$ cat src/hdl/dbmp_pkg.sv
// Shared types and constants for the debounced button mode panel.
// No dependencies; used by every module under hdl.
package dbmp_pkg;

   localparam int NUM_BUTTONS       = 4;
   localparam int TIME_BITS_DEFAULT = 32;
   localparam int NOW_BITS          = 32;
   localparam int DEBOUNCE_BITS     = 16;

   localparam logic [DEBOUNCE_BITS-1:0] DEBOUNCE_RESET = 16'd100;

   // button roles, by bit position in the level and press words
   localparam int BTN_TEMP  = 0;
   localparam int BTN_BADGE = 1;
   localparam int BTN_SEND  = 2;
   localparam int BTN_CLEAR = 3;

   typedef struct packed {
      logic temp_scan_on;
      logic rfid_scan_on;
      logic send_request;
      logic clear_request;
   } mode_out_type;

endpackage

$ cat src/hdl/debounced_button_mode_panel_unit.sv
// Top level of the debounced button mode panel: input register, debounce lanes,
// mode logic and result register. Depends on dbmp_pkg, dbmp_debounce, dbmp_mode.

// One sample in, one result word out, one word per cycle sustained while rsp_stall
// is low. A sample sits in the input register, where the four debounce lanes (a
// subtract and compare each) and the mode logic update state and produce the
// result; the result register loads it as the sample leaves the input register,
// and drives it on rsp_. Only the low TIME_BITS bits of req_now_ms are used.
// csr_write_data sets the debounce time in ms (reset 100); write it only while
// no sample is in flight.
module debounced_button_mode_panel_unit import dbmp_pkg::*; #(
   parameter int TIME_BITS = TIME_BITS_DEFAULT
) (
   input  logic                     clock,
   input  logic                     reset,
   input  logic                     req_valid,
   output logic                     req_stall,
   input  logic [NUM_BUTTONS-1:0]   req_pin_levels,
   input  logic [NOW_BITS-1:0]      req_now_ms,
   output logic                     rsp_valid,
   input  logic                     rsp_stall,
   output logic [NUM_BUTTONS-1:0]   rsp_press_mask,
   output logic                     rsp_temp_scan_on,
   output logic                     rsp_rfid_scan_on,
   output logic                     rsp_send_request,
   output logic                     rsp_clear_request,
   input  logic                     csr_write_enable,
   input  logic [DEBOUNCE_BITS-1:0] csr_write_data
);

   logic [DEBOUNCE_BITS-1:0] debounce_ms_ff;
   logic                     in_valid_ff;
   logic [NUM_BUTTONS-1:0]   in_levels_ff;
   logic [TIME_BITS-1:0]     in_now_ff;
   logic                     out_valid_ff;
   logic [NUM_BUTTONS-1:0]   out_press_ff;
   mode_out_type             out_mode_ff;
   logic                     fire;
   logic                     req_take;
   logic [NUM_BUTTONS-1:0]   press_mask;
   mode_out_type             mode_out;

   // sample leaves the input register when the result register is free
   assign fire      = in_valid_ff && (!out_valid_ff || !rsp_stall);
   assign req_stall = in_valid_ff && !fire;
   assign req_take  = req_valid && !req_stall;

   always_ff @(posedge clock) begin
      if (reset) begin
         debounce_ms_ff <= DEBOUNCE_RESET;
      end else if (csr_write_enable) begin
         debounce_ms_ff <= csr_write_data;
      end
   end

   always_ff @(posedge clock) begin
      if (reset) begin
         in_valid_ff <= 1'b0;
      end else if (req_take) begin
         in_valid_ff <= 1'b1;
      end else if (fire) begin
         in_valid_ff <= 1'b0;
      end
   end

   always_ff @(posedge clock) begin
      if (req_take) begin
         in_levels_ff <= req_pin_levels;
         in_now_ff    <= req_now_ms[TIME_BITS-1:0];
      end
   end

   dbmp_debounce #(
      .TIME_BITS (TIME_BITS)
   ) u_debounce (
      .clock       (clock),
      .reset       (reset),
      .fire        (fire),
      .levels      (in_levels_ff),
      .now         (in_now_ff),
      .debounce_ms (debounce_ms_ff),
      .press_mask  (press_mask)
   );

   dbmp_mode u_mode (
      .clock      (clock),
      .reset      (reset),
      .fire       (fire),
      .press_mask (press_mask),
      .mode_out   (mode_out)
   );

   always_ff @(posedge clock) begin
      if (reset) begin
         out_valid_ff <= 1'b0;
      end else if (fire) begin
         out_valid_ff <= 1'b1;
      end else if (!rsp_stall) begin
         out_valid_ff <= 1'b0;
      end
   end

   always_ff @(posedge clock) begin
      if (fire) begin
         out_press_ff <= press_mask;
         out_mode_ff  <= mode_out;
      end
   end

   assign rsp_valid         = out_valid_ff;
   assign rsp_press_mask    = out_press_ff;
   assign rsp_temp_scan_on  = out_mode_ff.temp_scan_on;
   assign rsp_rfid_scan_on  = out_mode_ff.rfid_scan_on;
   assign rsp_send_request  = out_mode_ff.send_request;
   assign rsp_clear_request = out_mode_ff.clear_request;

`ifndef ASSERT_OFF
   a_stall_needs_full: assert property (@(posedge clock) disable iff (reset)
      req_stall |-> (in_valid_ff && out_valid_ff && rsp_stall))
      else $error("input stalled without a blocked result");

   a_clear_kills_enables: assert property (@(posedge clock) disable iff (reset)
      (rsp_valid && rsp_clear_request) |-> (!rsp_temp_scan_on && !rsp_rfid_scan_on))
      else $error("clear request with a scan enable still on");

   a_pulses_follow_press: assert property (@(posedge clock) disable iff (reset)
      rsp_valid |-> (rsp_send_request == rsp_press_mask[BTN_SEND]
                     && rsp_clear_request == rsp_press_mask[BTN_CLEAR]))
      else $error("request pulse does not match press mask");

   a_result_follows_fire: assert property (@(posedge clock) disable iff (reset)
      fire |=> rsp_valid)
      else $error("processed sample produced no result");
`endif

endmodule

$ cat src/hdl/dbmp_debounce.sv
// Four-lane debounce: stable level and last-confirmed time per button.
// Depends on dbmp_pkg.
module dbmp_debounce import dbmp_pkg::*; #(
   parameter int TIME_BITS = TIME_BITS_DEFAULT
) (
   input  logic                     clock,
   input  logic                     reset,
   input  logic                     fire,
   input  logic [NUM_BUTTONS-1:0]   levels,
   input  logic [TIME_BITS-1:0]     now,
   input  logic [DEBOUNCE_BITS-1:0] debounce_ms,
   output logic [NUM_BUTTONS-1:0]   press_mask
);

   logic [NUM_BUTTONS-1:0] stable_level_ff;
   logic [NUM_BUTTONS-1:0] stable_level_in;
   logic [TIME_BITS-1:0]   stable_since_ff [NUM_BUTTONS];
   logic [TIME_BITS-1:0]   stable_since_in [NUM_BUTTONS];

   always_comb begin
      logic [TIME_BITS-1:0] elapsed;
      elapsed = '0;
      for (int i = 0; i < NUM_BUTTONS; i++) begin
         stable_level_in[i] = stable_level_ff[i];
         stable_since_in[i] = stable_since_ff[i];
         press_mask[i]      = 1'b0;
         if (levels[i] != stable_level_ff[i]) begin
            // wraps modulo 2^TIME_BITS
            elapsed = now - stable_since_ff[i];
            if (elapsed >= TIME_BITS'(debounce_ms)) begin
               stable_level_in[i] = levels[i];
               press_mask[i]      = ~levels[i];
            end
         end else begin
            stable_since_in[i] = now;
         end
      end
   end

   always_ff @(posedge clock) begin
      if (reset) begin
         stable_level_ff <= '1;
         for (int i = 0; i < NUM_BUTTONS; i++) begin
            stable_since_ff[i] <= '0;
         end
      end else if (fire) begin
         stable_level_ff <= stable_level_in;
         for (int i = 0; i < NUM_BUTTONS; i++) begin
            stable_since_ff[i] <= stable_since_in[i];
         end
      end
   end

endmodule

$ cat src/hdl/dbmp_mode.sv
// Mode logic: toggle phases and scan enables driven by accepted presses.
// Depends on dbmp_pkg.
module dbmp_mode import dbmp_pkg::*; (
   input  logic                   clock,
   input  logic                   reset,
   input  logic                   fire,
   input  logic [NUM_BUTTONS-1:0] press_mask,
   output mode_out_type           mode_out
);

   logic temp_phase_ff, temp_phase_in;
   logic temp_enable_ff, temp_enable_in;
   logic rfid_phase_ff, rfid_phase_in;
   logic rfid_enable_ff, rfid_enable_in;

   always_comb begin
      temp_phase_in  = temp_phase_ff;
      temp_enable_in = temp_enable_ff;
      rfid_phase_in  = rfid_phase_ff;
      rfid_enable_in = rfid_enable_ff;
      if (press_mask[BTN_TEMP]) begin
         temp_phase_in  = ~temp_phase_ff;
         temp_enable_in = ~temp_phase_ff;
      end
      if (press_mask[BTN_BADGE]) begin
         rfid_phase_in  = ~rfid_phase_ff;
         rfid_enable_in = ~rfid_phase_ff;
      end
      // clear acts last: enables off, phases kept
      if (press_mask[BTN_CLEAR]) begin
         temp_enable_in = 1'b0;
         rfid_enable_in = 1'b0;
      end
   end

   always_comb begin
      mode_out.temp_scan_on  = temp_enable_in;
      mode_out.rfid_scan_on  = rfid_enable_in;
      mode_out.send_request  = press_mask[BTN_SEND];
      mode_out.clear_request = press_mask[BTN_CLEAR];
   end

   always_ff @(posedge clock) begin
      if (reset) begin
         temp_phase_ff  <= 1'b0;
         temp_enable_ff <= 1'b0;
         rfid_phase_ff  <= 1'b0;
         rfid_enable_ff <= 1'b0;
      end else if (fire) begin
         temp_phase_ff  <= temp_phase_in;
         temp_enable_ff <= temp_enable_in;
         rfid_phase_ff  <= rfid_phase_in;
         rfid_enable_ff <= rfid_enable_in;
      end
   end

endmodule
$ cat config.mk
export PLATFORM = sky130hd
export DESIGN_NAME = debounced_button_mode_panel_unit
export DESIGN_NICKNAME = d
export VERILOG_FILES = /design/src/hdl/dbmp_pkg.sv /design/src/hdl/debounced_button_mode_panel_unit.sv /design/src/hdl/dbmp_debounce.sv /design/src/hdl/dbmp_mode.sv
export SDC_FILE = /design/constraint.sdc
export NUM_CORES = 1
export LEC_CHECK = 0
export BUFFER_PORTS_ARGS = -buffer_cell sky130_fd_sc_hd__buf_2
export CAP_MARGIN = 25
export CORE_MARGIN = 2
export CORE_UTILIZATION = 69
export DETAILED_ROUTE_END_ITERATION = 7
export PLACE_DENSITY = 0.92
export SETUP_SLACK_MARGIN = 0.15
export SLEW_MARGIN = 10
export SYNTH_ARGS = -nofsm -noshare
export SYNTH_HDL_FRONTEND = slang
export SYNTH_SLANG_ARGS = --single-unit
$ cat constraint.sdc
create_clock -name clock -period 10.27 [get_ports clock]
set_clock_uncertainty 0.05 [all_clocks]
set_input_delay 3.081 -clock clock [delete_from_list [all_inputs] [get_ports clock]]
set_output_delay 3.081 -clock clock [all_outputs]
set_load 0.02 [all_outputs]
# [Word-level counts from Yosys, hierarchy flattened]
# Memory sizes are Yosys's and may differ from the RTL's.
# Cells that the tools add are included.
# Widths: inputs -> output; s select.
[word_totals] mem_count=1 reg_bits=70 ram_bits=128
[classes] order_cmp=4 eq_ne=5 n_mux=29 reduce_logical=15 n_addsub=4 bitwise=10
[memory_table] memory="u_debounce.stable_since_ff" depth=4 width=32 read_ports=4 rd_clocked_by_memory_dff=0 wr=4 line="dbmp_debounce.sv:17" rtl="logic [TIME_BITS-1:0] stable_since_ff [NUM_BUTTONS];"
[ops] op="$mux 32" count=8
[ops] op="$ge 32x16->1" count=4
[ops] op="$sub 32x32->32" count=4
[ops] op="$mux 1" count=21
[ops] op="$reduce_and 3->1" count=4
[ops] op="$not 1->1" count=6
[ops] op="$logic_not 1->1" count=4
[ops] op="$ne 1x1->1" count=4
[ops] op="$or 1x1->1" count=4
[ops] op="$reduce_and 2->1" count=2
[ops] op="$logic_and 1x1->1" count=3
[ops] op="$ne 2x1->1 const B" count=1
[ops] op="$reduce_bool 2->1" count=1
[ops] op="$logic_or 1x1->1" count=1

# [Depth between registers and ports, before layout]
[logic_depth] word_depth=8 mapped_depth=23 mapped_depth_nobuf=23

# [Cells and area by module]
# A second synthesis with hierarchy kept.
[unflattened] hier_cells=1774 area_unflattened_um2=15976.6
[modules_own_cells] mod="dbmp_debounce" area_per_inst_um2=13751.9 cells_each=1642 seq_area_each_um2=3923.8 n_inst=1
[modules_own_cells] mod="debounced_button_mode_panel_unit" area_per_inst_um2=1984.4 cells_each=106 seq_area_each_um2=1681.6 n_inst=1
[modules_own_cells] mod="dbmp_mode" area_per_inst_um2=240.2 cells_each=26 seq_area_each_um2=80.1 n_inst=1

# [Least setup slack after synthesis]
# OpenSTA, ideal clock, no wires.
[synth_path] kind="input to output" start="input port rsp_stall" end="output port req_stall" cell_stages=1 required_time_ns=7.139 arrival_ns=3.367 slack_ns=3.772 path_cell_list="and3_1"
[synth_between] elab_chain_len=5
[synth_rtl] item="from (decl)" line="debounced_button_mode_panel_unit.sv:21" rtl="input logic rsp_stall,"
[synth_rtl] item="$logic_not 1->1"
[synth_rtl] item="$logic_or 1x1->1" line="debounced_button_mode_panel_unit.sv:44" rtl="assign fire = in_valid_ff && (!out_valid_ff || !rsp_stall);"
[synth_rtl] item="$logic_and 1x1->1" line="debounced_button_mode_panel_unit.sv:44"
[synth_rtl] item="$logic_not 1->1" line="debounced_button_mode_panel_unit.sv:45" rtl="assign req_stall = in_valid_ff && !fire;"
[synth_rtl] item="$logic_and 1x1->1" line="debounced_button_mode_panel_unit.sv:45"
[synth_rtl] item="to (decl)" line="debounced_button_mode_panel_unit.sv:17" rtl="output logic req_stall,"
# No other way between the ends.

# [Final worst setup path]
# Ends and elaborated chain as after synthesis.

==> results by group <==
STA
  – Final hold slack: 0.4540 ns
  – Slew @ Worst Pin: 0.8973 ns
  – Final Hold Fails: 0
  – Worst rel slew slack: 39.42%
  – Final WS setup: 3.455 ns
  – # setup viols final: 0
  – Max Clock Freq: 146.7 MHz
  – Setup TNS Final: 0 ns
  – Tmin final: 6.815 ns
  – Final period util: 66.36%
  – Pins Over Slew Limit: 0
  – RSZ-0062 raised after global routing: no

Power and ir drop
  – Sw Pwr: 921.7 µW
  – Peak VDD IR: 0.1093 mV
  – Leakage power: 7.372 nW
  – Pwr dens: 147.5 mW/mm²
  – Power share of the combinational group: 34.6%
  – Net Sw Frac: 36.27%
  – Sequential Power Share: 37.7%
  – Total Power: 2.541 mW
  – Int Power: 1.619 mW
  – Clock power frac: 27.7%

Clock network
  – Worst-skew pair later-pin latency: 0.44 ns
  – Setup bufs post-CTS: 0
  – Sink Count: 196
  – Total CTS buffers: 17
  – Clk slew on worst S/H paths: 0.09 ns
  – Hold-fix buffers at CTS: 0
  – H-tree depth: 4
  – Post-cts resize count: 0
  – Clock Tree Root: clkbuf_16
  – CTS max path bufs: 2
  – CTS tree: done

Job
  – Maxcap violations: 0

Synthesis
  – Cell taking the most area after synthesis: edfxtp_1
  – Top post-synthesis cells by area: edfxtp_1 32%, ha_1 15%, a21oi_1 4.3%
  – Sequential fraction of the synthesis area: 34.98%
  – Netlist cell types: 86
  – Synth warn: 0
  – Mapped Area: 0.01608 mm²
  – Synth cell count leaders: 188 x ha_1, 173 x inv_1, 170 x edfxtp_1, 139 x a21oi_1, 117 x nand2_1
  – Post-synth top flop: edfxtp_1
  – Number of synthesized flops with an enable pin: 170
  – Top-count cell post-synth: ha_1
  – Flops & latches, synth: 196
  – Syn avg cell area: 9.101 µm²
  – Syn Nets: 2016
  – Ys async rst share: 0%
  – Mapped Cells: 1767
  – Post-synth top area share: 31.74%

Cells and area
  – Fin area: 0.01723 mm²
  – Utilization after layout: 75.64%
  – Cell Count, Final, Fillers Out: 2122
  – Share of cells above drive strength 1: 8.237%
  – Final net count: 2045
  – Area grow syn2layout: 7.142%
  – ANT cells: 0
  – Fillers: 1610

Setup path
  – Startpoint types: input port
  – WS Path Type: input port to output port
  – Crit path top cell by count: buf_2
  – CP max FO: 3
  – Worst path cell trace: buf_2, and3_1, buf_2
  – Crit-path slowest cell: and3_1
  – WP data required: 7.14 ns
  – Worst EP arrival: 3.68 ns
  – CP endpoint kind: output port
  – CP max stage delay: 0.28 ns

Placed design
  – Placed inst area: 0.01659 mm²
  – DP HPWL: 34400 µm
  – Placed cells: 2089
  – Number of port buffers: 66
  – Routability cong.: 0.9929
  – DP Worst Slack: 3.528 ns

Global routing
  – Largest net degree at the start of global routing: 71
  – Number of global-route vias before repair: 13465
  – Total Routing Usage GR: 36.82%
  – Initial antenna violation count: 0
  – First-pass GRT wire length: 69650 µm
  – GR Overflow Total: 0

Floorplanning
  – Chip width: 156.7 µm
  – Core Area: 0.02278 mm²
  – Initial Utilization: 70.60%
  – DIE AREA: 0.02454 mm²
  – Cell Rows: 55
  – I/O pin count: 67
  – Chip height: 156.7 µm

Status
  – Outcome: complete, no violations

Route
  – Drt first pass iters: 5
  – Routed Wire Length: 44820 µm
  – ANT nets after route: 0
  – Vias per Instance: 6.617
  – Initial DRC Count: 1592
  – DR vias: 14042
  – # DRC: 0
  – Drt wl/cell: 21.12 µm

Hold path
  – Worst hold path type: flop to flop
final cells by class:
| cell class | instances | area, µm² | area share (%) |
|---|---|---|---|
| inverters | 173 | 649.4 | 3.769 |
| well taps | 313 | 391.6 | 2.273 |
| multi-input cells | 1333 | 9537 | 55.35 |
| flip-flops and latches | 196 | 5625 | 32.65 |
| clock buffers | 18 | 429.2 | 2.491 |
| clock inverters | 14 | 180.2 | 1.046 |
| repair buffers | 75 | 417.9 | 2.425 |
cell families (layout without fill, tap and decap cells):
kind of cell | count (synthesis) | in the layout | share of synthesized area (%)
compound gates | 528 | 528 | 21.75
simple gates | 504 | 504 | 16.05
buf+inv | 238 | 280 | 5.859
flops | 196 | 196 | 34.98
fa+ha+maj | 192 | 192 | 15.12
xor+xnor | 77 | 77 | 4.194
mux | 32 | 32 | 2.046
worst paths after layout:
check / start / endpoint / slack (ns) / cells after the start
setup / recovery: rsp_stall / req_stall / 3.46 / 3
hold / removal: debounce_ms_ff[11] / debounce_ms_ff[11] / 0.45 / 2
setup reg to reg: in_now_ff[1] / rsp_temp_scan_on / 4.61 / 21
hold reg to reg: debounce_ms_ff[11] / debounce_ms_ff[11] / 0.45 / 2
power groups by stage:
| stage | Combinational, mW | Sequential, mW | Clock, mW |
|---|---|---|---|
| after floorplan | 0.646 | 0.961 | 0 |
| after global placement | 0.822 | 0.971 | 0 |
| after detailed placement | 0.847 | 0.974 | 0 |
| after CTS | 0.855 | 0.956 | 0.705 |
| after global routing | 0.963 | 0.962 | 0.732 |
| final | 0.878 | 0.959 | 0.704 |
metal layers:
metal | GRT usage [%] | share of wire (%) | up-vias
li1 | - | - | 6622
met1 | 48.52 | 41 | 6634
met2 | 62.14 | 47 | 678
met3 | 4.929 | 8.7 | 108
met4 | 13.81 | 3.4 | 0
met5 | 0 | 0 | -
critical path: cells and delay by family:
kind,cells,cell delay (ns)
and+or+nand+nor,1,0.28
buffers and inverters,2,0.32
cells in the final DEF, fill, tap and decap left out, types with 10 or more instances in the layout:
cell type	netlist	routed
a211o_1	10	10
a211oi_1	18	18
a21boi_0	10	10
a21o_1	52	52
a21oi_1	139	139
a31oi_1	25	25
and3_1	68	68
buf_2	8	66
clkbuf_16	0	17
dfxtp_1	26	26
edfxtp_1	170	170
ha_1	188	188
inv_1	173	171
mux2i_1	28	28
nand2_1	117	117
nand2b_1	19	19
nand3_1	41	41
nand4_1	39	39
nor2_1	114	114
nor2b_1	17	16
nor3_1	24	24
o2111ai_1	11	11
o211ai_1	27	27
o21a_1	34	34
o21ai_0	89	85
o21bai_1	13	13
o22ai_1	11	11
o31ai_1	11	11
or3_1	14	14
xnor2_1	48	48
xor2_1	29	29
sequential cells by signal (all words and copies together) (netlist names), 4 cells and up:
| signal | cells |
|---|---|
| debounce_ms_ff | 16 |
| in_levels_ff | 4 |
| in_now_ff | 32 |
| rsp_press_mask | 4 |
| u_debounce.stable_level_ff | 4 |
| u_debounce.stable_since_ff | 128 |
No activity file was read; power rests on OpenSTA's default activity.
